## config.mk

```make
export PLATFORM = sky130hd
export DESIGN_NAME = gnss_binary_frame_deframer_flat
export DESIGN_NICKNAME = d
export VERILOG_FILES = /design/src/gbfd_pkg.sv /design/src/gbfd_ifs.sv /design/src/gbfd_front.sv /design/src/gbfd_back.sv /design/src/gnss_binary_frame_deframer.sv /design/src/flat_wrapper.sv
export SDC_FILE = /design/constraint.sdc
export NUM_CORES = 1
export LEC_CHECK = 0
export CAP_MARGIN = 20
export CORE_MARGIN = 2
export CORE_UTILIZATION = 40
export CTS_CLUSTER_SIZE = 10
export DETAILED_ROUTE_END_ITERATION = 10
export DONT_BUFFER_PORTS = 1
export HOLD_SLACK_MARGIN = 0.05
export PLACE_DENSITY_LB_ADDON = 0.2
export SLEW_MARGIN = 20
export SYNTH_ARGS = -nofsm -noshare
export SYNTH_HDL_FRONTEND = slang
export SYNTH_HIERARCHICAL = 1
export SYNTH_SLANG_ARGS = --single-unit
```

## constraint.sdc

```tcl
create_clock -name clk -period 8.6 [get_ports clk]
set_input_delay 0.86 -clock clk [delete_from_list [all_inputs] [get_ports clk]]
set_output_delay 0.86 -clock clk [all_outputs]
set_load 0.03 [all_outputs]
```

## src/gbfd_pkg.sv

```systemverilog
// Shared types, constants and the CRC-16 byte step for the binary frame deframer.
// Depends on nothing; every other file imports it.
`default_nettype none

package gbfd_pkg;

  // Longest frame in bytes before it is cut off
  localparam int MAX_FRAME = 512;
  // Frame byte counter width: must hold MAX_FRAME itself
  localparam int POS_W = $clog2(MAX_FRAME + 1);
  // Width used when comparing the counter with the 16-bit length field
  localparam int CMP_W = (POS_W > 16) ? POS_W : 16;

  // Configuration port
  localparam int CFG_IDX_W  = 8;
  localparam int CFG_DATA_W = 8;
  localparam logic [CFG_IDX_W-1:0] CFG_SYNC_FIRST  = CFG_IDX_W'(0);
  localparam logic [CFG_IDX_W-1:0] CFG_SYNC_SECOND = CFG_IDX_W'(1);
  localparam logic [7:0] SYNC_FIRST_RST  = 8'd36;
  localparam logic [7:0] SYNC_SECOND_RST = 8'd64;

  // Result event codes
  localparam logic [1:0] EV_NONE   = 2'd0;
  localparam logic [1:0] EV_ACCEPT = 2'd1;
  localparam logic [1:0] EV_REJECT = 2'd2;

  // Classified byte as it sits in the queue
  typedef struct packed {
    logic [7:0] data;
    logic       first_hit;
    logic       second_hit;
  } gbfd_item_t;

  // Head of the queue as seen by the back end
  typedef struct packed {
    logic       valid;
    gbfd_item_t item;
  } gbfd_qhead_t;

  // CRC-16 poly 0x1021, MSB first, one byte
  function automatic logic [15:0] crc16_byte(input logic [15:0] crc, input logic [7:0] b);
    logic [15:0] c;
    c = crc ^ {b, 8'h00};
    for (int i = 0; i < 8; i++) begin
      c = c[15] ? ({c[14:0], 1'b0} ^ 16'h1021) : {c[14:0], 1'b0};
    end
    return c;
  endfunction

endpackage

`default_nettype wire

```

## src/gbfd_ifs.sv

```systemverilog
// Valid/ready channel interfaces: received bytes, frame results, register writes.
// Depends on gbfd_pkg.
`default_nettype none

interface gbfd_byte_if import gbfd_pkg::*; ();
  logic       valid;
  logic       ready;
  logic [7:0] rx_byte;
  modport source (output valid, output rx_byte, input ready);
  modport sink   (input valid, input rx_byte, output ready);
endinterface

interface gbfd_res_if import gbfd_pkg::*; ();
  logic        valid;
  logic        ready;
  logic [1:0]  event_res;
  logic        in_frame;
  logic [8:0]  byte_position;
  logic [15:0] block_id;
  logic [15:0] frame_length;
  modport source (output valid, output event_res, output in_frame, output byte_position,
                  output block_id, output frame_length, input ready);
  modport sink   (input valid, input event_res, input in_frame, input byte_position,
                  input block_id, input frame_length, output ready);
endinterface

interface gbfd_cfg_if import gbfd_pkg::*; ();
  logic                  valid;
  logic                  ready;
  logic [CFG_IDX_W-1:0]  index;
  logic [CFG_DATA_W-1:0] data;
  modport source (output valid, output index, output data, input ready);
  modport sink   (input valid, input index, input data, output ready);
endinterface

`default_nettype wire

```

## src/gbfd_front.sv

```systemverilog
// Front end: sync registers, byte classification and a two-entry queue.
// Depends on gbfd_pkg and gbfd_ifs.
`default_nettype none

module gbfd_front import gbfd_pkg::*; (
  input  wire logic  clk,
  input  wire logic  rst,
  gbfd_byte_if.sink  rx,
  gbfd_cfg_if.sink   cfg,
  output gbfd_qhead_t qhead,
  input  wire logic  pop
);

  logic [7:0] sync_first;
  logic [7:0] sync_second;

  gbfd_item_t q_mem [2];
  logic       wr_ptr;
  logic       rd_ptr;
  logic [1:0] count;

  logic       push;
  gbfd_item_t in_item;

  // Register writes are always taken
  assign cfg.ready = 1'b1;

  always_ff @(posedge clk) begin
    if (rst) begin
      sync_first  <= SYNC_FIRST_RST;
      sync_second <= SYNC_SECOND_RST;
    end else if (cfg.valid) begin
      case (cfg.index)
        CFG_SYNC_FIRST:  sync_first  <= cfg.data[7:0];
        CFG_SYNC_SECOND: sync_second <= cfg.data[7:0];
        default: ;
      endcase
    end
  end

  // Classify against both sync values on the way in
  always_comb begin
    in_item.data       = rx.rx_byte;
    in_item.first_hit  = (rx.rx_byte == sync_first);
    in_item.second_hit = (rx.rx_byte == sync_second);
  end

  assign rx.ready = (count != 2'd2);
  assign push     = rx.valid && rx.ready;

  // Queue storage
  always_ff @(posedge clk) begin
    if (push) begin
      q_mem[wr_ptr] <= in_item;
    end
  end

  // Queue pointers and fill
  always_ff @(posedge clk) begin
    if (rst) begin
      wr_ptr <= 1'b0;
      rd_ptr <= 1'b0;
      count  <= 2'd0;
    end else begin
      if (push) wr_ptr <= ~wr_ptr;
      if (pop)  rd_ptr <= ~rd_ptr;
      case ({push, pop})
        2'b10:   count <= count + 2'd1;
        2'b01:   count <= count - 2'd1;
        default: count <= count;
      endcase
    end
  end

  assign qhead.valid = (count != 2'd0);
  assign qhead.item  = q_mem[rd_ptr];

endmodule

`default_nettype wire

```

## src/gbfd_back.sv

```systemverilog
// Back end: sync/frame state machine, field capture, running CRC, result register.
// Depends on gbfd_pkg and gbfd_ifs.
`default_nettype none

module gbfd_back import gbfd_pkg::*; (
  input  wire logic        clk,
  input  wire logic        rst,
  input  wire gbfd_qhead_t qhead,
  output logic             pop,
  gbfd_res_if.source       res
);

  typedef enum logic [1:0] {PH_HUNT, PH_SECOND, PH_FRAME} phase_t;

  phase_t             phase, phase_next;
  logic [POS_W-1:0]   position, position_next;
  logic [15:0]        received_check;
  logic [15:0]        id_field;
  logic [15:0]        length_field;
  logic [15:0]        running_check;
  logic [15:0]        short_checks [3];

  logic        out_valid;
  logic [1:0]  out_event;
  logic        out_in_frame;
  logic [8:0]  out_pos;
  logic [15:0] out_bid;
  logic [15:0] out_len;

  // Per-byte computed values
  logic [7:0]       b;
  logic [POS_W-1:0] p;
  logic [POS_W-1:0] n;
  logic [15:0]      rc_st, id_st, len_st, run_st, crc_in, crc_out, chk;
  logic             do_crc, store, end_hit, ok;
  logic [1:0]       sidx;
  logic [1:0]       ev_next;
  logic             inf_next;
  logic [8:0]       pos_next;
  logic [15:0]      bid_next, flen_next;
  logic             load;

  assign load = qhead.valid && (!out_valid || res.ready);
  assign pop  = load;
  assign b    = qhead.item.data;

  // Store path: field capture and CRC for the byte at index p
  always_comb begin
    p      = (phase == PH_FRAME || phase == PH_SECOND) ? position : '0;
    n      = p + POS_W'(1);
    rc_st  = received_check;
    id_st  = id_field;
    len_st = length_field;
    if (p == POS_W'(2)) rc_st  = {8'h00, b};
    if (p == POS_W'(3)) rc_st  = {b, received_check[7:0]};
    if (p == POS_W'(4)) id_st  = {8'h00, b};
    if (p == POS_W'(5)) id_st  = {b, id_field[7:0]};
    if (p == POS_W'(6)) len_st = {8'h00, b};
    if (p == POS_W'(7)) len_st = {b, length_field[7:0]};
    crc_in  = (p == POS_W'(4)) ? 16'h0000 : running_check;
    crc_out = crc16_byte(crc_in, b);
    do_crc  = (p >= POS_W'(4)) && ((p < POS_W'(8)) || (CMP_W'(p) < CMP_W'(len_st)));
    run_st  = do_crc ? crc_out : running_check;
    // frame end and acceptance
    end_hit = ((n > POS_W'(7)) && (CMP_W'(n) >= CMP_W'(len_st)))
              || (CMP_W'(n) >= CMP_W'(MAX_FRAME));
    sidx    = len_st[1:0] - 2'd1;
    chk     = (len_st < 16'd8) ? short_checks[sidx] : run_st;
    ok      = (len_st > 16'd4) && (CMP_W'(len_st) <= CMP_W'(n)) && (chk == rc_st);
  end

  // Phase decisions and result fields
  always_comb begin
    phase_next    = phase;
    position_next = position;
    store         = 1'b0;
    ev_next       = EV_NONE;
    inf_next      = 1'b0;
    pos_next      = 9'd0;
    bid_next      = 16'h0000;
    flen_next     = 16'h0000;
    case (phase)
      PH_SECOND: begin
        if (qhead.item.second_hit) begin
          store         = 1'b1;
          phase_next    = PH_FRAME;
          position_next = n;
        end else begin
          phase_next    = PH_HUNT;
          position_next = '0;
        end
      end
      PH_FRAME: begin
        store         = 1'b1;
        position_next = n;
        if (end_hit) begin
          ev_next       = ok ? EV_ACCEPT : EV_REJECT;
          bid_next      = id_st;
          flen_next     = len_st;
          phase_next    = PH_HUNT;
          position_next = '0;
        end
      end
      default: begin
        phase_next    = PH_HUNT;
        position_next = '0;
        if (qhead.item.first_hit) begin
          store         = 1'b1;
          phase_next    = PH_SECOND;
          position_next = n;
        end
      end
    endcase
    if (store) begin
      inf_next = 1'b1;
      pos_next = 9'(p);
    end
  end

  // State, frame fields and result register
  always_ff @(posedge clk) begin
    if (rst) begin
      phase     <= PH_HUNT;
      position  <= '0;
      out_valid <= 1'b0;
    end else begin
      if (res.valid && res.ready) out_valid <= 1'b0;
      if (load) begin
        phase     <= phase_next;
        position  <= position_next;
        out_valid <= 1'b1;
      end
    end
    if (load) begin
      out_event    <= ev_next;
      out_in_frame <= inf_next;
      out_pos      <= pos_next;
      out_bid      <= bid_next;
      out_len      <= flen_next;
      if (store) begin
        received_check <= rc_st;
        id_field       <= id_st;
        length_field   <= len_st;
        running_check  <= run_st;
        if (p == POS_W'(4)) short_checks[0] <= run_st;
        if (p == POS_W'(5)) short_checks[1] <= run_st;
        if (p == POS_W'(6)) short_checks[2] <= run_st;
      end
    end
  end

  assign res.valid         = out_valid;
  assign res.event_res     = out_event;
  assign res.in_frame      = out_in_frame;
  assign res.byte_position = out_pos;
  assign res.block_id      = out_bid;
  assign res.frame_length  = out_len;

endmodule

`default_nettype wire

```

## src/gnss_binary_frame_deframer.sv

```systemverilog
// Binary frame deframer: one received byte in, one result beat out, at one byte
// per clock sustained while the result channel is not stalled. A byte is classified
// against the two sync registers and queued (two entries); the back end then advances
// the hunt/frame state, captures CRC, id and length fields and updates the CRC-16
// (poly 0x1021, init 0) for each byte, and registers the result beat. Sync registers
// are written through the configuration channel (index 0 first sync, index 1 second
// sync).
// Depends on gbfd_pkg, gbfd_ifs, gbfd_front and gbfd_back.
`default_nettype none

module gnss_binary_frame_deframer import gbfd_pkg::*; (
  input wire logic   clk,
  input wire logic   rst,
  gbfd_byte_if.sink  rx,
  gbfd_res_if.source res,
  gbfd_cfg_if.sink   cfg
);

  gbfd_qhead_t qhead;
  logic        pop;

  gbfd_front u_front (
    .clk   (clk),
    .rst   (rst),
    .rx    (rx),
    .cfg   (cfg),
    .qhead (qhead),
    .pop   (pop)
  );

  gbfd_back u_back (
    .clk   (clk),
    .rst   (rst),
    .qhead (qhead),
    .pop   (pop),
    .res   (res)
  );

  // A beat taken in leaves the queue non-empty on the next cycle
  a_push_fills: assert property (@(posedge clk) disable iff (rst)
    rx.valid && rx.ready |=> qhead.valid)
    else $error("queue empty after accepted byte");

  // A completed frame is always reported on a frame byte
  a_event_in_frame: assert property (@(posedge clk) disable iff (rst)
    res.valid && (res.event_res != EV_NONE) |-> res.in_frame)
    else $error("frame event on a non-frame byte");

  // Bytes outside a frame carry no position and no event
  a_idle_fields: assert property (@(posedge clk) disable iff (rst)
    res.valid && !res.in_frame |-> (res.byte_position == 9'd0) && (res.event_res == EV_NONE))
    else $error("stray fields on a non-frame byte");

endmodule

`default_nettype wire
```

## src/flat_wrapper.sv

```systemverilog
// flat-port wrapper written by rule: the top's interface ports become plain ports
module gnss_binary_frame_deframer_flat import gbfd_pkg::*;
  (clk, rst, rx_valid, rx_rx_byte, rx_ready, res_valid, res_event_res, res_in_frame, res_byte_position, res_block_id, res_frame_length, res_ready, cfg_valid, cfg_index, cfg_data, cfg_ready);
  gbfd_byte_if rx_i ();
  gbfd_res_if res_i ();
  gbfd_cfg_if cfg_i ();
  input wire logic clk;
  input wire logic rst;
  input wire logic [$bits(rx_i.valid)-1:0] rx_valid;
  input wire logic [$bits(rx_i.rx_byte)-1:0] rx_rx_byte;
  output wire logic [$bits(rx_i.ready)-1:0] rx_ready;
  output wire logic [$bits(res_i.valid)-1:0] res_valid;
  output wire logic [$bits(res_i.event_res)-1:0] res_event_res;
  output wire logic [$bits(res_i.in_frame)-1:0] res_in_frame;
  output wire logic [$bits(res_i.byte_position)-1:0] res_byte_position;
  output wire logic [$bits(res_i.block_id)-1:0] res_block_id;
  output wire logic [$bits(res_i.frame_length)-1:0] res_frame_length;
  input wire logic [$bits(res_i.ready)-1:0] res_ready;
  input wire logic [$bits(cfg_i.valid)-1:0] cfg_valid;
  input wire logic [$bits(cfg_i.index)-1:0] cfg_index;
  input wire logic [$bits(cfg_i.data)-1:0] cfg_data;
  output wire logic [$bits(cfg_i.ready)-1:0] cfg_ready;
  assign rx_i.valid = rx_valid;
  assign rx_i.rx_byte = rx_rx_byte;
  assign rx_ready = rx_i.ready;
  assign res_valid = res_i.valid;
  assign res_event_res = res_i.event_res;
  assign res_in_frame = res_i.in_frame;
  assign res_byte_position = res_i.byte_position;
  assign res_block_id = res_i.block_id;
  assign res_frame_length = res_i.frame_length;
  assign res_i.ready = res_ready;
  assign cfg_i.valid = cfg_valid;
  assign cfg_i.index = cfg_index;
  assign cfg_i.data = cfg_data;
  assign cfg_ready = cfg_i.ready;
  gnss_binary_frame_deframer u_core (.clk(clk), .rst(rst), .rx(rx_i), .res(res_i), .cfg(cfg_i));
endmodule
```

==> reports/metrics.json, run 1 <==
{
  "grt_start_max_net_pins": {"value": 65},
  "hold_ws": {"value": 0.411, "unit": "ns"},
  "first_pass_grt_wire_length": {"value": 41.3, "unit": "mm"},
  "worst-slew-pin-transition": {"value": 1.01, "unit": "ns"},
  "chipHeight": {"value": 168, "unit": "um"},
  "finalPower": {"value": 3.35, "unit": "mW"},
  "clkTransAtPathRegs": {"value": 0.05, "unit": "ns"},
  "clkSinkCount": {"value": 210},
  "met2_length": {"value": 12.2, "unit": "mm"},
  "synthFlopType": {"value": "sky130_fd_sc_hd__edfxtp_1"},
  "endpoint_kind": {"value": "flop"},
  "globalRouteTotalUtil": {"value": 0.188},
  "ys_async_sr_fraction": {"value": 0},
  "ios": {"value": 76},
  "totalWireLength": {"value": 26.6, "unit": "mm"},
  "worst_ir_drop_vdd": {"value": 0.135, "unit": "mV"},
  "die_area": {"value": 0.0282, "unit": "mm2"},
  "worst-setup-path-type": {"value": "flop to flop"},
  "synth.yosys.seq_area_share": {"value": 0.555},
  "hold_viol": {"value": 0},
  "slowest_stage": {"value": "sky130_fd_sc_hd__ha_1"},
  "mostFrequentLayoutCell": {"value": "sky130_fd_sc_hd__edfxtp_1"},
  "clk-insertion-delay-late": {"value": 0.53, "unit": "ns"},
  "synth_edf_count": {"value": 176},
  "area_growth": {"value": 9.16, "unit": "%"},
  "synthesis.area_per_instance": {"value": 11.6, "unit": "um2"},
  "ctsHtreeMaxLevel": {"value": 1},
  "top_signal_layer_used": {"value": "met4"},
  "cts_buffers": {"value": 25},
  "first_global_vias": {"value": 6901},
  "num_antenna_cells": {"value": 0},
  "wl_met3": {"value": 1.50, "unit": "mm"},
  "p_per_area": {"value": 285, "unit": "mW/mm2"},
  "place.detailed.hpwl": {"value": 17.9, "unit": "mm"},
  "count_of_pins_over_their_slew_limit": {"value": 0},
  "ys_types": {"value": 81},
  "dieWidth": {"value": 168, "unit": "um"},
  "synth_area": {"value": 0.0108, "unit": "mm2"},
  "tritoncts": {"value": "built"},
  "fmax": {"value": 147, "unit": "MHz"},
  "clock_path_buffers": {"value": 3},
  "timing.final.setup_violations": {"value": 0},
  "share_of_cells_above_drive_strength_1": {"value": 0.102},
  "io_buffer_count": {"value": 0},
  "leakage": {"value": 4.05, "unit": "nW"},
  "synth-seq-cells": {"value": 210},
  "nets": {"value": 971},
  "dr.first_iter.drc_count": {"value": 618},
  "antenna_found_initial": {"value": 0},
  "cp_slowest_stage_delay": {"value": 0.74, "unit": "ns"},
  "post_drt_wl_per_cell": {"value": 20.9, "unit": "um"},
  "timing.final.crit_period": {"value": 6.81, "unit": "ns"},
  "postRouteAntennaNets": {"value": 0},
  "cts-resized-gates": {"value": 0},
  "route.vias.total": {"value": 7126},
  "final_cell_mix": {"value": "sky130_fd_sc_hd__edfxtp_1 (176), sky130_fd_sc_hd__nor2_1 (76), sky130_fd_sc_hd__nand2_1 (68), sky130_fd_sc_hd__xnor2_1 (52), sky130_fd_sc_hd__a21oi_1 (38)"},
  "syn_inst": {"value": 930},
  "holdCritPathClass": {"value": "input pin to flop"},
  "finalSetupTns": {"value": 0, "unit": "ns"},
  "start_util": {"value": 0.403},
  "timing.critical_path.arrival": {"value": 7.08, "unit": "ns"},
  "status": {"value": "finished, final reports clean"},
  "yosysWarningCount": {"value": 6},
  "floorplan.rows": {"value": 60},
  "finalClockSkew": {"value": 0.0236, "unit": "ns"},
  "core-area": {"value": 0.0267, "unit": "mm2"},
  "timing.reg2reg.setup_slack": {"value": 1.79, "unit": "ns"},
  "grt_setup_unrepaired": {"value": "false"},
  "max_cap_violations": {"value": 0},
  "cts_root_buf": {"value": "sky130_fd_sc_hd__clkbuf_16"},
  "max_slew_headroom": {"value": 0.320},
  "cts_hold_buf": {"value": 0},
  "crit_path_cell_trace": {"value": "inv_1 -> ha_1 -> inv_1 -> nand2_1 -> ha_1 -> and3_1 -> nand3_1 -> and2_1 -> inv_1 -> ha_1 -> inv_1 -> o21ai_0 -> a41oi_1 -> or3_1 -> a311oi_4 -> o21a_4 -> mux2_2 -> a2111oi_0 -> o22ai_1 -> nand4bb_1 -> o31a_1"},
  "grt.overflow.total": {"value": 0},
  "syn_nets": {"value": 982},
  "critPathLaunchType": {"value": "flop"},
  "required": {"value": 8.88, "unit": "ns"},
  "gp_congestion": {"value": 0.877},
  "crit_fanout": {"value": 25},
  "dr.pass1.iters": {"value": 4},
  "critPathMostFrequentCell": {"value": "sky130_fd_sc_hd__inv_1"},
  "remaining_drc_errors": {"value": 0},
  "critical_path.n_buffers_inverters": {"value": 4},
  "fin_crit_sh": {"value": 0.791},
  "post-cts-setup-buffer-count": {"value": 0},
  "detail_route.wirelength.met1": {"value": 12.1, "unit": "mm"},
  "cp_top_delay_family": {"value": "compound AO/OA/AOI/OAI gates"},
  "via_density_per_instance": {"value": 5.60}
}
[stage by stage]
stage / util / setup slack [ns] / instances / area [um2]
2_1_floorplan: - / 3.07 / 930 / 10800
3_3_place_gp: 0.414 / 2.08 / 1233 / 11000
3_5_place_dp: 0.414 / 1.88 / 1233 / 11000
4_1_cts: 0.440 / 1.88 / 1272 / 11700
5_1_grt: 0.440 / 1.19 / 1272 / 11700
6_report: 0.440 / 1.79 / 1272 / 11700
[registers in the layout, summed over array words and instances, names as in the netlist, named ones only]
name	count
u_core/u_front/rd_ptr	1
u_core/u_front/count	2
u_core/u_front/sync_first	8
u_core/u_back/res.byte_position	9
u_core/u_back/res.in_frame	1
u_core/u_front/wr_ptr	1
u_core/u_back/position	10
u_core/u_back/running_check	16
u_core/u_back/res.frame_length	16
u_core/u_back/id_field	16
u_core/u_back/res.event_res	2
u_core/u_back/res.block_id	16
u_core/u_front/q_mem	20
u_core/u_back/short_checks	48
u_core/u_back/res.valid	1
u_core/u_back/length_field	16
u_core/u_back/phase	2
u_core/u_back/received_check	16
u_core/u_front/sync_second	8
[final timing paths]
path                                                                  from                                           end  depth (start not counted)
worst max-delay path                   u_core/u_back/phase[0]$_SDFFE_PP0P_  u_core/u_back/res.event_res[1]$_SDFFCE_PN0P_                         21
worst min-delay path                                                   rst    u_core/u_front/sync_second[5]$_SDFFE_PP0P_                          1
worst max register to register         u_core/u_back/phase[0]$_SDFFE_PP0P_  u_core/u_back/res.event_res[1]$_SDFFCE_PN0P_                         21
worst min register to register  u_core/u_front/sync_second[2]$_SDFFE_PP0P_    u_core/u_front/sync_second[2]$_SDFFE_PP0P_                          2
[per-layer routing]
metal	track usage	vias to the layer above
li1	-	3411
met1	0.261	3433
met2	0.300	234
met3	0.0296	48
met4	0.0677	0
met5	0	-
[synthesized netlist by cell type (4+ instances only)]
library cell / instances / share of area
sky130_fd_sc_hd__a211oi_1: 5 / 0.0035
sky130_fd_sc_hd__a21oi_1: 38 / 0.018
sky130_fd_sc_hd__a22o_1: 13 / 0.011
sky130_fd_sc_hd__a22oi_1: 8 / 0.0056
sky130_fd_sc_hd__a31oi_1: 5 / 0.0029
sky130_fd_sc_hd__and2_1: 18 / 0.010
sky130_fd_sc_hd__and3_1: 24 / 0.014
sky130_fd_sc_hd__buf_2: 4 / 0.0019
sky130_fd_sc_hd__clkbuf_1: 36 / 0.013
sky130_fd_sc_hd__dfxtp_1: 34 / 0.063
sky130_fd_sc_hd__edfxtp_1: 176 / 0.49
sky130_fd_sc_hd__ha_1: 23 / 0.027
sky130_fd_sc_hd__inv_1: 37 / 0.013
sky130_fd_sc_hd__mux2_2: 31 / 0.032
sky130_fd_sc_hd__mux2i_1: 33 / 0.031
sky130_fd_sc_hd__nand2_1: 68 / 0.024
sky130_fd_sc_hd__nand2b_1: 23 / 0.013
sky130_fd_sc_hd__nand3_1: 21 / 0.0098
sky130_fd_sc_hd__nand4_1: 15 / 0.0087
sky130_fd_sc_hd__nand4b_1: 4 / 0.0033
sky130_fd_sc_hd__nor2_1: 76 / 0.027
sky130_fd_sc_hd__nor2b_1: 11 / 0.0064
sky130_fd_sc_hd__nor3_1: 7 / 0.0033
sky130_fd_sc_hd__nor4_1: 4 / 0.0023
sky130_fd_sc_hd__o2111ai_1: 4 / 0.0033
sky130_fd_sc_hd__o211ai_1: 7 / 0.0049
sky130_fd_sc_hd__o21a_1: 4 / 0.0028
sky130_fd_sc_hd__o21ai_0: 24 / 0.011
sky130_fd_sc_hd__o22ai_1: 18 / 0.010
sky130_fd_sc_hd__or2_2: 6 / 0.0035
sky130_fd_sc_hd__or3_1: 7 / 0.0041
sky130_fd_sc_hd__or4_1: 6 / 0.0042
sky130_fd_sc_hd__xnor2_1: 52 / 0.042
sky130_fd_sc_hd__xor2_1: 20 / 0.016
[layout make-up]
type | count | area [um2]
clock buffer | 36 | 667
clock inverter | 3 | 42.5
fill | 2432 | 14900
inverter | 38 | 143
multi-input combinational | 636 | 4430
sequential | 210 | 5970
tap | 341 | 427
timing repair buffer | 8 | 60.1
[cells by family after synthesis]
family                   count (synthesis)  share of synthesized area
buffers and inverters                   84                     0.0329
other                                    1                   0.000349
XOR/XNOR                                72                     0.0587
AND/OR/NAND/NOR                        311                      0.156
AO/OA/AOI/OAI                          163                      0.105
adder cells (fa/ha/maj)                 24                     0.0277
multiplexers                            65                     0.0646
flip-flops                             210                      0.555
[power breakdown]
part           total (mW)  internal (mW)  leakage [nW]  switching (mW)
combinational       0.792          0.262          1.79           0.530
clock               0.949          0.560         0.341           0.390
sequential           1.61           1.36          1.91           0.243
total                3.35           2.19          4.05            1.16
(Power assumes the default switching activity.)
==> run 2, diff against run 1 <==
clock period = 7.1 ns   (was 8.6 ns; I/O delays follow)
==> reports/metrics.json, run 2 (same netlist as run 1, synthesis figures left out) <==
{
  "tritoncts": {"value": "built"},
  "route.vias.total": {"value": 7078, "change": "-0.67%"},
  "switching_share": {"value": 0.346, "change": "-0.000871"},
  "dpl_worst_slack": {"value": 0.817, "unit": "ns", "change": "-1.06 ns"},
  "cts_hold_buf": {"value": 0, "change": "unchanged"},
  "clock_path_buffers": {"value": 3, "change": "unchanged"},
  "mostFrequentLayoutCell": {"value": "sky130_fd_sc_hd__edfxtp_1"},
  "max_cap_violations": {"value": 0, "change": "unchanged"},
  "internal-power": {"value": 2.62, "unit": "mW", "change": "+20%"},
  "grt_setup_unrepaired": {"value": "false"},
  "max_ffs_per_register": {"value": 48, "change": "unchanged"},
  "post_drt_wl_per_cell": {"value": 20.6, "unit": "um", "change": "-1.5%"},
  "cts_buffers": {"value": 25, "change": "unchanged"},
  "worst-slew-pin-transition": {"value": 0.971, "unit": "ns", "change": "-0.0422 ns"},
  "finalClockSkew": {"value": 0.0127, "unit": "ns", "change": "-0.0109 ns"},
  "timing.final.setup_violations": {"value": 0, "change": "unchanged"},
  "critPathMostFrequentCell": {"value": "sky130_fd_sc_hd__inv_1"},
  "timing.reg2reg.setup_slack": {"value": 0.74, "unit": "ns", "change": "-1.06 ns"},
  "floorplan.rows": {"value": 60, "change": "unchanged"},
  "dr.first_iter.drc_count": {"value": 583, "change": "-5.7%"},
  "crit_path_cell_trace": {"value": "inv_1 -> ha_1 -> inv_1 -> nand2_1 -> ha_1 -> and3_1 -> nand3_1 -> and2_1 -> inv_1 -> ha_1 -> inv_1 -> o21ai_0 -> a41oi_1 -> or3_1 -> a311oi_4 -> o21a_4 -> mux2_2 -> a2111oi_0 -> o22ai_1 -> nand4bb_1 -> o31a_1"},
  "endpoint_kind": {"value": "flop"},
  "worst_ir_drop_vdd": {"value": 0.188, "unit": "mV", "change": "+39%"},
  "totalWireLength": {"value": 26.3, "unit": "mm", "change": "-1.4%"},
  "final_cell_mix": {"value": "sky130_fd_sc_hd__edfxtp_1 (176), sky130_fd_sc_hd__nor2_1 (76), sky130_fd_sc_hd__nand2_1 (68), sky130_fd_sc_hd__xnor2_1 (52), sky130_fd_sc_hd__a21oi_1 (38)"},
  "crit_fanout": {"value": 22, "change": "-12%"},
  "setup_slack": {"value": 0.738, "unit": "ns", "change": "-1.06 ns"},
  "sequentialPowerShare": {"value": 0.486, "change": "+0.006"},
  "clkTransAtPathRegs": {"value": 0.06, "unit": "ns", "change": "about the same"},
  "largest_registers": {"value": "u_core/u_back/short_checks (48), u_core/u_front/q_mem (20)"},
  "die_area": {"value": 0.0282, "unit": "mm2", "change": "unchanged"},
  "clk-insertion-delay-late": {"value": 0.51, "unit": "ns", "change": "-0.02 ns"},
  "post-cts-setup-buffer-count": {"value": 0, "change": "unchanged"},
  "antenna_found_initial": {"value": 0, "change": "unchanged"},
  "timing.critical_path.arrival": {"value": 6.62, "unit": "ns", "change": "-0.46 ns"},
  "dieWidth": {"value": 168, "unit": "um", "change": "unchanged"},
  "nets": {"value": 973, "change": "+0.21%"},
  "timing.final.crit_period": {"value": 6.36, "unit": "ns", "change": "-0.444 ns"},
  "required": {"value": 7.36, "unit": "ns", "change": "-1.52 ns"},
  "num_antenna_cells": {"value": 0, "change": "unchanged"},
  "cts-resized-gates": {"value": 0, "change": "unchanged"},
  "power_switching": {"value": 1.39, "unit": "mW", "change": "+19%"},
  "hold_ws": {"value": 0.270, "unit": "ns", "change": "-0.141 ns"},
  "globalRouteTotalUtil": {"value": 0.184, "change": "-0.00475"},
  "slowest_stage": {"value": "sky130_fd_sc_hd__and2_1"},
  "p_per_area": {"value": 342, "unit": "mW/mm2", "change": "+20%"},
  "holdCritPathClass": {"value": "input pin to flop"},
  "fmax": {"value": 157, "unit": "MHz", "change": "+7.0%"},
  "io_buffer_count": {"value": 0, "change": "unchanged"},
  "status": {"value": "finished, final reports clean"},
  "first_global_vias": {"value": 6847, "change": "-0.78%"},
  "count_of_pins_over_their_slew_limit": {"value": 0, "change": "unchanged"},
  "finalSetupTns": {"value": 0, "unit": "ns", "change": "unchanged"},
  "clkSinkCount": {"value": 210, "change": "unchanged"},
  "grt.overflow.total": {"value": 0, "change": "unchanged"},
  "cp_slowest_stage_delay": {"value": 0.52, "unit": "ns", "change": "-0.22 ns"},
  "pwr-share-clk": {"value": 0.274, "change": "-0.010"},
  "remaining_drc_errors": {"value": 0, "change": "unchanged"},
  "max_slew_headroom": {"value": 0.353, "change": "+0.0327"},
  "start_util": {"value": 0.403, "change": "unchanged"},
  "chipHeight": {"value": 168, "unit": "um", "change": "unchanged"},
  "critPathLaunchType": {"value": "flop"},
  "first_pass_grt_wire_length": {"value": 40.4, "unit": "mm", "change": "-2.1%"},
  "hold_viol": {"value": 0, "change": "unchanged"},
  "core-area": {"value": 0.0267, "unit": "mm2", "change": "unchanged"},
  "place.detailed.hpwl": {"value": 17.7, "unit": "mm", "change": "-1.2%"},
  "ios": {"value": 76, "change": "unchanged"},
  "register_with_the_most_flip_flops": {"value": "u_core/u_back/short_checks"},
  "worst-setup-path-type": {"value": "flop to flop"},
  "postRouteAntennaNets": {"value": 0, "change": "unchanged"},
  "dr.pass1.iters": {"value": 5, "change": "+1"},
  "ctsHtreeMaxLevel": {"value": 1, "change": "unchanged"},
  "cp_top_delay_family": {"value": "compound AO/OA/AOI/OAI gates"},
  "combPwrFrac": {"value": 0.241, "change": "+0.004"},
  "grt_start_max_net_pins": {"value": 66, "change": "+1.5%"},
  "cts_root_buf": {"value": "sky130_fd_sc_hd__clkbuf_16"},
  "layout.core_utilization": {"value": 0.440, "change": "about the same"},
  "fin_crit_sh": {"value": 0.896, "change": "+0.105"},
  "via_density_per_instance": {"value": 5.56, "change": "-0.75%"},
  "gp_congestion": {"value": 0.887, "change": "+1.1%"},
  "leakage": {"value": 4.05, "unit": "nW", "change": "about the same"},
  "critical_path.n_buffers_inverters": {"value": 4, "change": "unchanged"},
  "area_growth": {"value": 9.10, "unit": "%", "change": "about the same"},
  "share_of_cells_above_drive_strength_1": {"value": 0.104, "change": "+0.00204"}
}
==> run 2: cell types whose count changed in the layout (fill, tap and decap cells not counted) <==
cell	before	now
sky130_fd_sc_hd__buf_4	8	10
sky130_fd_sc_hd__clkbuf_1	11	9
sky130_fd_sc_hd__clkinv_1	1	3
sky130_fd_sc_hd__bufinv_16	1	0
sky130_fd_sc_hd__clkbuf_8	0	1
sky130_fd_sc_hd__inv_6	1	0
sky130_fd_sc_hd__o21ai_1	2	1
sky130_fd_sc_hd__o21ai_2	0	1
==> run 2: final timing paths <==
check,start,to,cells after the start
hold reg to reg,u_core/u_front/sync_second[2]$_SDFFE_PP0P_,u_core/u_front/sync_second[2]$_SDFFE_PP0P_,2
hold / removal,rst,u_core/u_front/wr_ptr$_SDFFE_PP0P_,1
setup reg to reg,u_core/u_back/phase[0]$_SDFFE_PP0P_,u_core/u_back/res.event_res[1]$_SDFFCE_PN0P_,21
setup / recovery,u_core/u_back/phase[0]$_SDFFE_PP0P_,u_core/u_back/res.event_res[1]$_SDFFCE_PN0P_,21
==> run 2: layout make-up <==
cell class / count / area [um2]
multi-input combinational: 636 / 4440
fill: 2425 / 14900
clock buffer: 35 / 673
timing repair buffer: 10 / 75.1
inverter: 38 / 143
tap: 341 / 427
clock inverter: 3 / 11.3
sequential: 210 / 5970
==> run 2: per-layer routing <==
metal / track usage / wire length [um] / vias to the layer above
li1: - / - / 3414
met1: 0.262 / 12300 / 3415
met2: 0.291 / 11900 / 209
met3: 0.0270 / 1460 / 40
met4: 0.0541 / 614 / 0
met5: 0 / 0 / -
==> run 2: power by group through the flow <==
stage                     Combinational (mW)  Clock [mW]  Sequential [mW]
after floorplan                        0.725           0             1.93
after global placement                 0.958           0             1.97
after detailed placement               0.961           0             1.97
after CTS                              0.967        1.13             1.95
after global routing                    1.06        1.17             1.97
final                                  0.964        1.10             1.95
==> run 2: per-stage QoR <==
stage	std cells	total power [mW]	cell area [um2]
6_report	1273	4.01	11700
5_1_grt	1273	4.20	11700
4_1_cts	1273	4.04	11700
3_5_place_dp	1235	2.93	11000
3_3_place_gp	1235	2.93	11000
2_1_floorplan	930	2.65	10800
==> run 3, diff against run 2 <==
CORE_ASPECT_RATIO = 0.5   (was default)
CORE_UTILIZATION = 55   (was 40)
==> reports/metrics.json, run 3 (same netlist as run 1, synthesis figures left out) <==
{
  "status": {"value": "finished, final reports clean"},
  "fin_area": {"value": 0.0117, "unit": "mm2", "change": "-0.66%"},
  "crit_path_from": {"value": "u_core/u_back/phase[0]$_SDFFE_PP0P_"},
  "ctsHtreeMaxLevel": {"value": 1, "change": "unchanged"},
  "register_with_the_most_flip_flops": {"value": "u_core/u_back/short_checks"},
  "combPwrFrac": {"value": 0.244, "change": "+0.003"},
  "mostFrequentLayoutCell": {"value": "sky130_fd_sc_hd__edfxtp_1"},
  "cp_slowest_stage_delay": {"value": 0.64, "unit": "ns", "change": "+0.12 ns"},
  "route.vias.total": {"value": 7431, "change": "+5.0%"},
  "crit_path_cell_trace": {"value": "inv_1 -> ha_1 -> nor2b_1 -> ha_1 -> and3_1 -> nand3_1 -> and2_1 -> inv_1 -> ha_1 -> inv_1 -> o21ai_0 -> a41oi_1 -> or3_1 -> a311oi_4 -> o21ai_1 -> or4_1 -> nand4_1 -> o2111ai_1 -> nand4bb_1 -> o31a_1"},
  "io_buffer_count": {"value": 0, "change": "unchanged"},
  "dr.pass1.iters": {"value": 5, "change": "unchanged"},
  "fmax": {"value": 156, "unit": "MHz", "change": "-0.76%"},
  "cts_root_buf": {"value": "sky130_fd_sc_hd__clkbuf_16"},
  "timing.reg2reg.worst_path_depth": {"value": 20, "change": "-4.8%"},
  "internal-power": {"value": 2.63, "unit": "mW", "change": "+0.31%"},
  "worstReg2RegEnd": {"value": "u_core/u_back/res.event_res[1]$_SDFFCE_PN0P_"},
  "timing.final.setup_violations": {"value": 0, "change": "unchanged"},
  "gp_congestion": {"value": 0.904, "change": "+1.9%"},
  "timing.hold.worst_endpoint": {"value": "u_core/u_front/sync_second[5]$_SDFFE_PP0P_"},
  "required": {"value": 7.35, "unit": "ns", "change": "about the same"},
  "holdCritPathClass": {"value": "input pin to flop"},
  "die_area": {"value": 0.0208, "unit": "mm2", "change": "-26%"},
  "largest_registers": {"value": "u_core/u_back/short_checks (48), u_core/u_front/q_mem (20)"},
  "grt_start_max_net_pins": {"value": 66, "change": "unchanged"},
  "slowest_stage": {"value": "sky130_fd_sc_hd__or4_1"},
  "post-cts-setup-buffer-count": {"value": 0, "change": "unchanged"},
  "layoutNonFillerInstCount": {"value": 1204, "change": "-5.4%"},
  "worst_ir_drop_vdd": {"value": 0.209, "unit": "mV", "change": "+11%"},
  "nets": {"value": 972, "change": "-0.10%"},
  "layout.core_utilization": {"value": 0.603, "change": "+0.163"},
  "hold_ws": {"value": 0.267, "unit": "ns", "change": "-0.00280 ns"},
  "totalWireLength": {"value": 27.0, "unit": "mm", "change": "+2.8%"},
  "max_slew_headroom": {"value": 0.200, "change": "-0.152"},
  "timing.critical_path.arrival": {"value": 6.66, "unit": "ns", "change": "+0.04 ns"},
  "chipHeight": {"value": 103, "unit": "um", "change": "-39%"},
  "finalClockSkew": {"value": 0.0145, "unit": "ns", "change": "+0.00180 ns"},
  "leakage": {"value": 4.04, "unit": "nW", "change": "about the same"},
  "area_growth": {"value": 8.38, "unit": "%"},
  "finalSetupTns": {"value": 0, "unit": "ns", "change": "unchanged"},
  "max_ffs_per_register": {"value": 48, "change": "unchanged"},
  "via_density_per_instance": {"value": 6.17, "change": "+11%"},
  "finalPower": {"value": 4.04, "unit": "mW", "change": "+0.95%"},
  "share_of_cells_above_drive_strength_1": {"value": 0.104, "change": "-0.000555"},
  "cts_hold_buf": {"value": 0, "change": "unchanged"},
  "timing.final.crit_period": {"value": 6.41, "unit": "ns", "change": "+0.0485 ns"},
  "clock_path_buffers": {"value": 3, "change": "unchanged"},
  "hold_viol": {"value": 0, "change": "unchanged"},
  "p_per_area": {"value": 347, "unit": "mW/mm2", "change": "+1.6%"},
  "power_switching": {"value": 1.42, "unit": "mW", "change": "+2.2%"},
  "dpl_worst_slack": {"value": 0.859, "unit": "ns", "change": "+0.0425 ns"},
  "setup_slack": {"value": 0.690, "unit": "ns", "change": "-0.0485 ns"},
  "dieWidth": {"value": 202, "unit": "um", "change": "+20%"},
  "fin_crit_sh": {"value": 0.903, "change": "+0.00684"},
  "worst_hold_path.num_cells": {"value": 1, "change": "unchanged"},
  "post_drt_wl_per_cell": {"value": 22.4, "unit": "um", "change": "+8.7%"},
  "ios": {"value": 76, "change": "unchanged"},
  "timing.reg2reg.setup_slack": {"value": 0.69, "unit": "ns", "change": "-0.05 ns"},
  "switching_share": {"value": 0.351, "change": "+0.00415"},
  "crit_fanout": {"value": 16, "change": "-27%"},
  "timing.hold.worst.start": {"value": "rst"},
  "first_global_vias": {"value": 6951, "change": "+1.5%"},
  "clkTransAtPathRegs": {"value": 0.06, "unit": "ns", "change": "about the same"},
  "critPathLaunchType": {"value": "flop"},
  "cts_buffers": {"value": 24, "change": "-4.0%"},
  "floorplan.rows": {"value": 36, "change": "-40%"},
  "worst-slew-pin-transition": {"value": 1.20, "unit": "ns", "change": "+0.227 ns"},
  "remaining_drc_errors": {"value": 0, "change": "unchanged"},
  "worst-setup-path-type": {"value": "flop to flop"},
  "core-area": {"value": 0.0193, "unit": "mm2", "change": "-27%"},
  "fillerInstances": {"value": 1578, "change": "-35%"},
  "first_pass_grt_wire_length": {"value": 40.8, "unit": "mm", "change": "+1.1%"},
  "timing.rr.start": {"value": "u_core/u_back/phase[0]$_SDFFE_PP0P_"},
  "dpl-instance-area": {"value": 0.0109, "unit": "mm2", "change": "-0.87%"},
  "final_cell_mix": {"value": "sky130_fd_sc_hd__edfxtp_1 (176), sky130_fd_sc_hd__nor2_1 (74), sky130_fd_sc_hd__nand2_1 (68), sky130_fd_sc_hd__xnor2_1 (52), sky130_fd_sc_hd__a21oi_1 (38)"},
  "endpoint_kind": {"value": "flop"},
  "clk-insertion-delay-late": {"value": 0.51, "unit": "ns", "change": "about the same"},
  "tritoncts": {"value": "built"},
  "count_of_pins_over_their_slew_limit": {"value": 0, "change": "unchanged"},
  "grt.overflow.total": {"value": 0, "change": "unchanged"},
  "grt_setup_unrepaired": {"value": "false"},
  "postRouteAntennaNets": {"value": 0, "change": "unchanged"},
  "cts-resized-gates": {"value": 0, "change": "unchanged"},
  "dr.first_iter.drc_count": {"value": 790, "change": "+36%"},
  "max_cap_violations": {"value": 0, "change": "unchanged"},
  "start_util": {"value": 0.556, "change": "+0.153"},
  "globalRouteTotalUtil": {"value": 0.258, "change": "+0.0746"},
  "numPlacedInstances": {"value": 1159, "change": "-6.2%"},
  "pwr-share-clk": {"value": 0.274, "change": "about the same"},
  "antenna_found_initial": {"value": 1, "change": "+1"},
  "sequentialPowerShare": {"value": 0.482, "change": "-0.004"},
  "place.detailed.hpwl": {"value": 18.4, "unit": "mm", "change": "+4.1%"},
  "clkSinkCount": {"value": 210, "change": "unchanged"}
}
-- run 3: cell count changes in the layout (fill, tap and decap cells not counted), sizes merged --
cell    previous run  this run
diode              0         1
clkbuf            35        43
clkinv             3         0
-- run 3: layout make-up --
type,count,area [um2],area share
Timing Repair Buffer,10,78.8,0.00676
Antenna cell,1,2.50,0.000215
Clock buffer,43,693,0.0595
Sequential cell,210,5970,0.512
Multi-Input combinational cell,636,4440,0.381
Inverter,38,143,0.0122
Tap cell,266,333,0.0286
-- run 3: power groups by stage --
stage               clock network, mW  registers, mW  logic, mW
global placement                    0           1.97      0.945
CTS                              1.13           1.95      0.972
finish                           1.11           1.95      0.986
detailed placement                  0           1.97      0.964
floorplan                           0           1.93      0.725
global route                     1.18           1.97       1.07
-- run 3: worst max-delay path by stage --
stage                                                         to  slack [ns]  cells past startpoint
floorplan           u_core/u_back/res.event_res[1]$_SDFFCE_PN0P_        1.57                     22
global placement    u_core/u_back/res.event_res[1]$_SDFFCE_PN0P_        1.05                     19
detailed placement  u_core/u_back/res.event_res[1]$_SDFFCE_PN0P_        0.86                     19
CTS                 u_core/u_back/res.event_res[1]$_SDFFCE_PN0P_        0.81                     19
global route        u_core/u_back/res.event_res[1]$_SDFFCE_PN0P_        0.26                     19
finish              u_core/u_back/res.event_res[1]$_SDFFCE_PN0P_        0.69                     20
-- run 3: routing by layer --
layer | routed length (um) | GRT usage
met5 | 0 | 0
met4 | 631 | 0.0696
met3 | 1920 | 0.0420
met2 | 11800 | 0.410
met1 | 12700 | 0.373
-- run 3: critical path, delay by kind of cell (launching register included) --
kind | cells | cell delay [ns]
buffers and inverters | 3 | 0.30
and+or+nand+nor | 8 | 2.76
AOI/OAI and AO/OA | 6 | 1.78
adders and majority gates | 3 | 0.97
DFF | 1 | 0.33
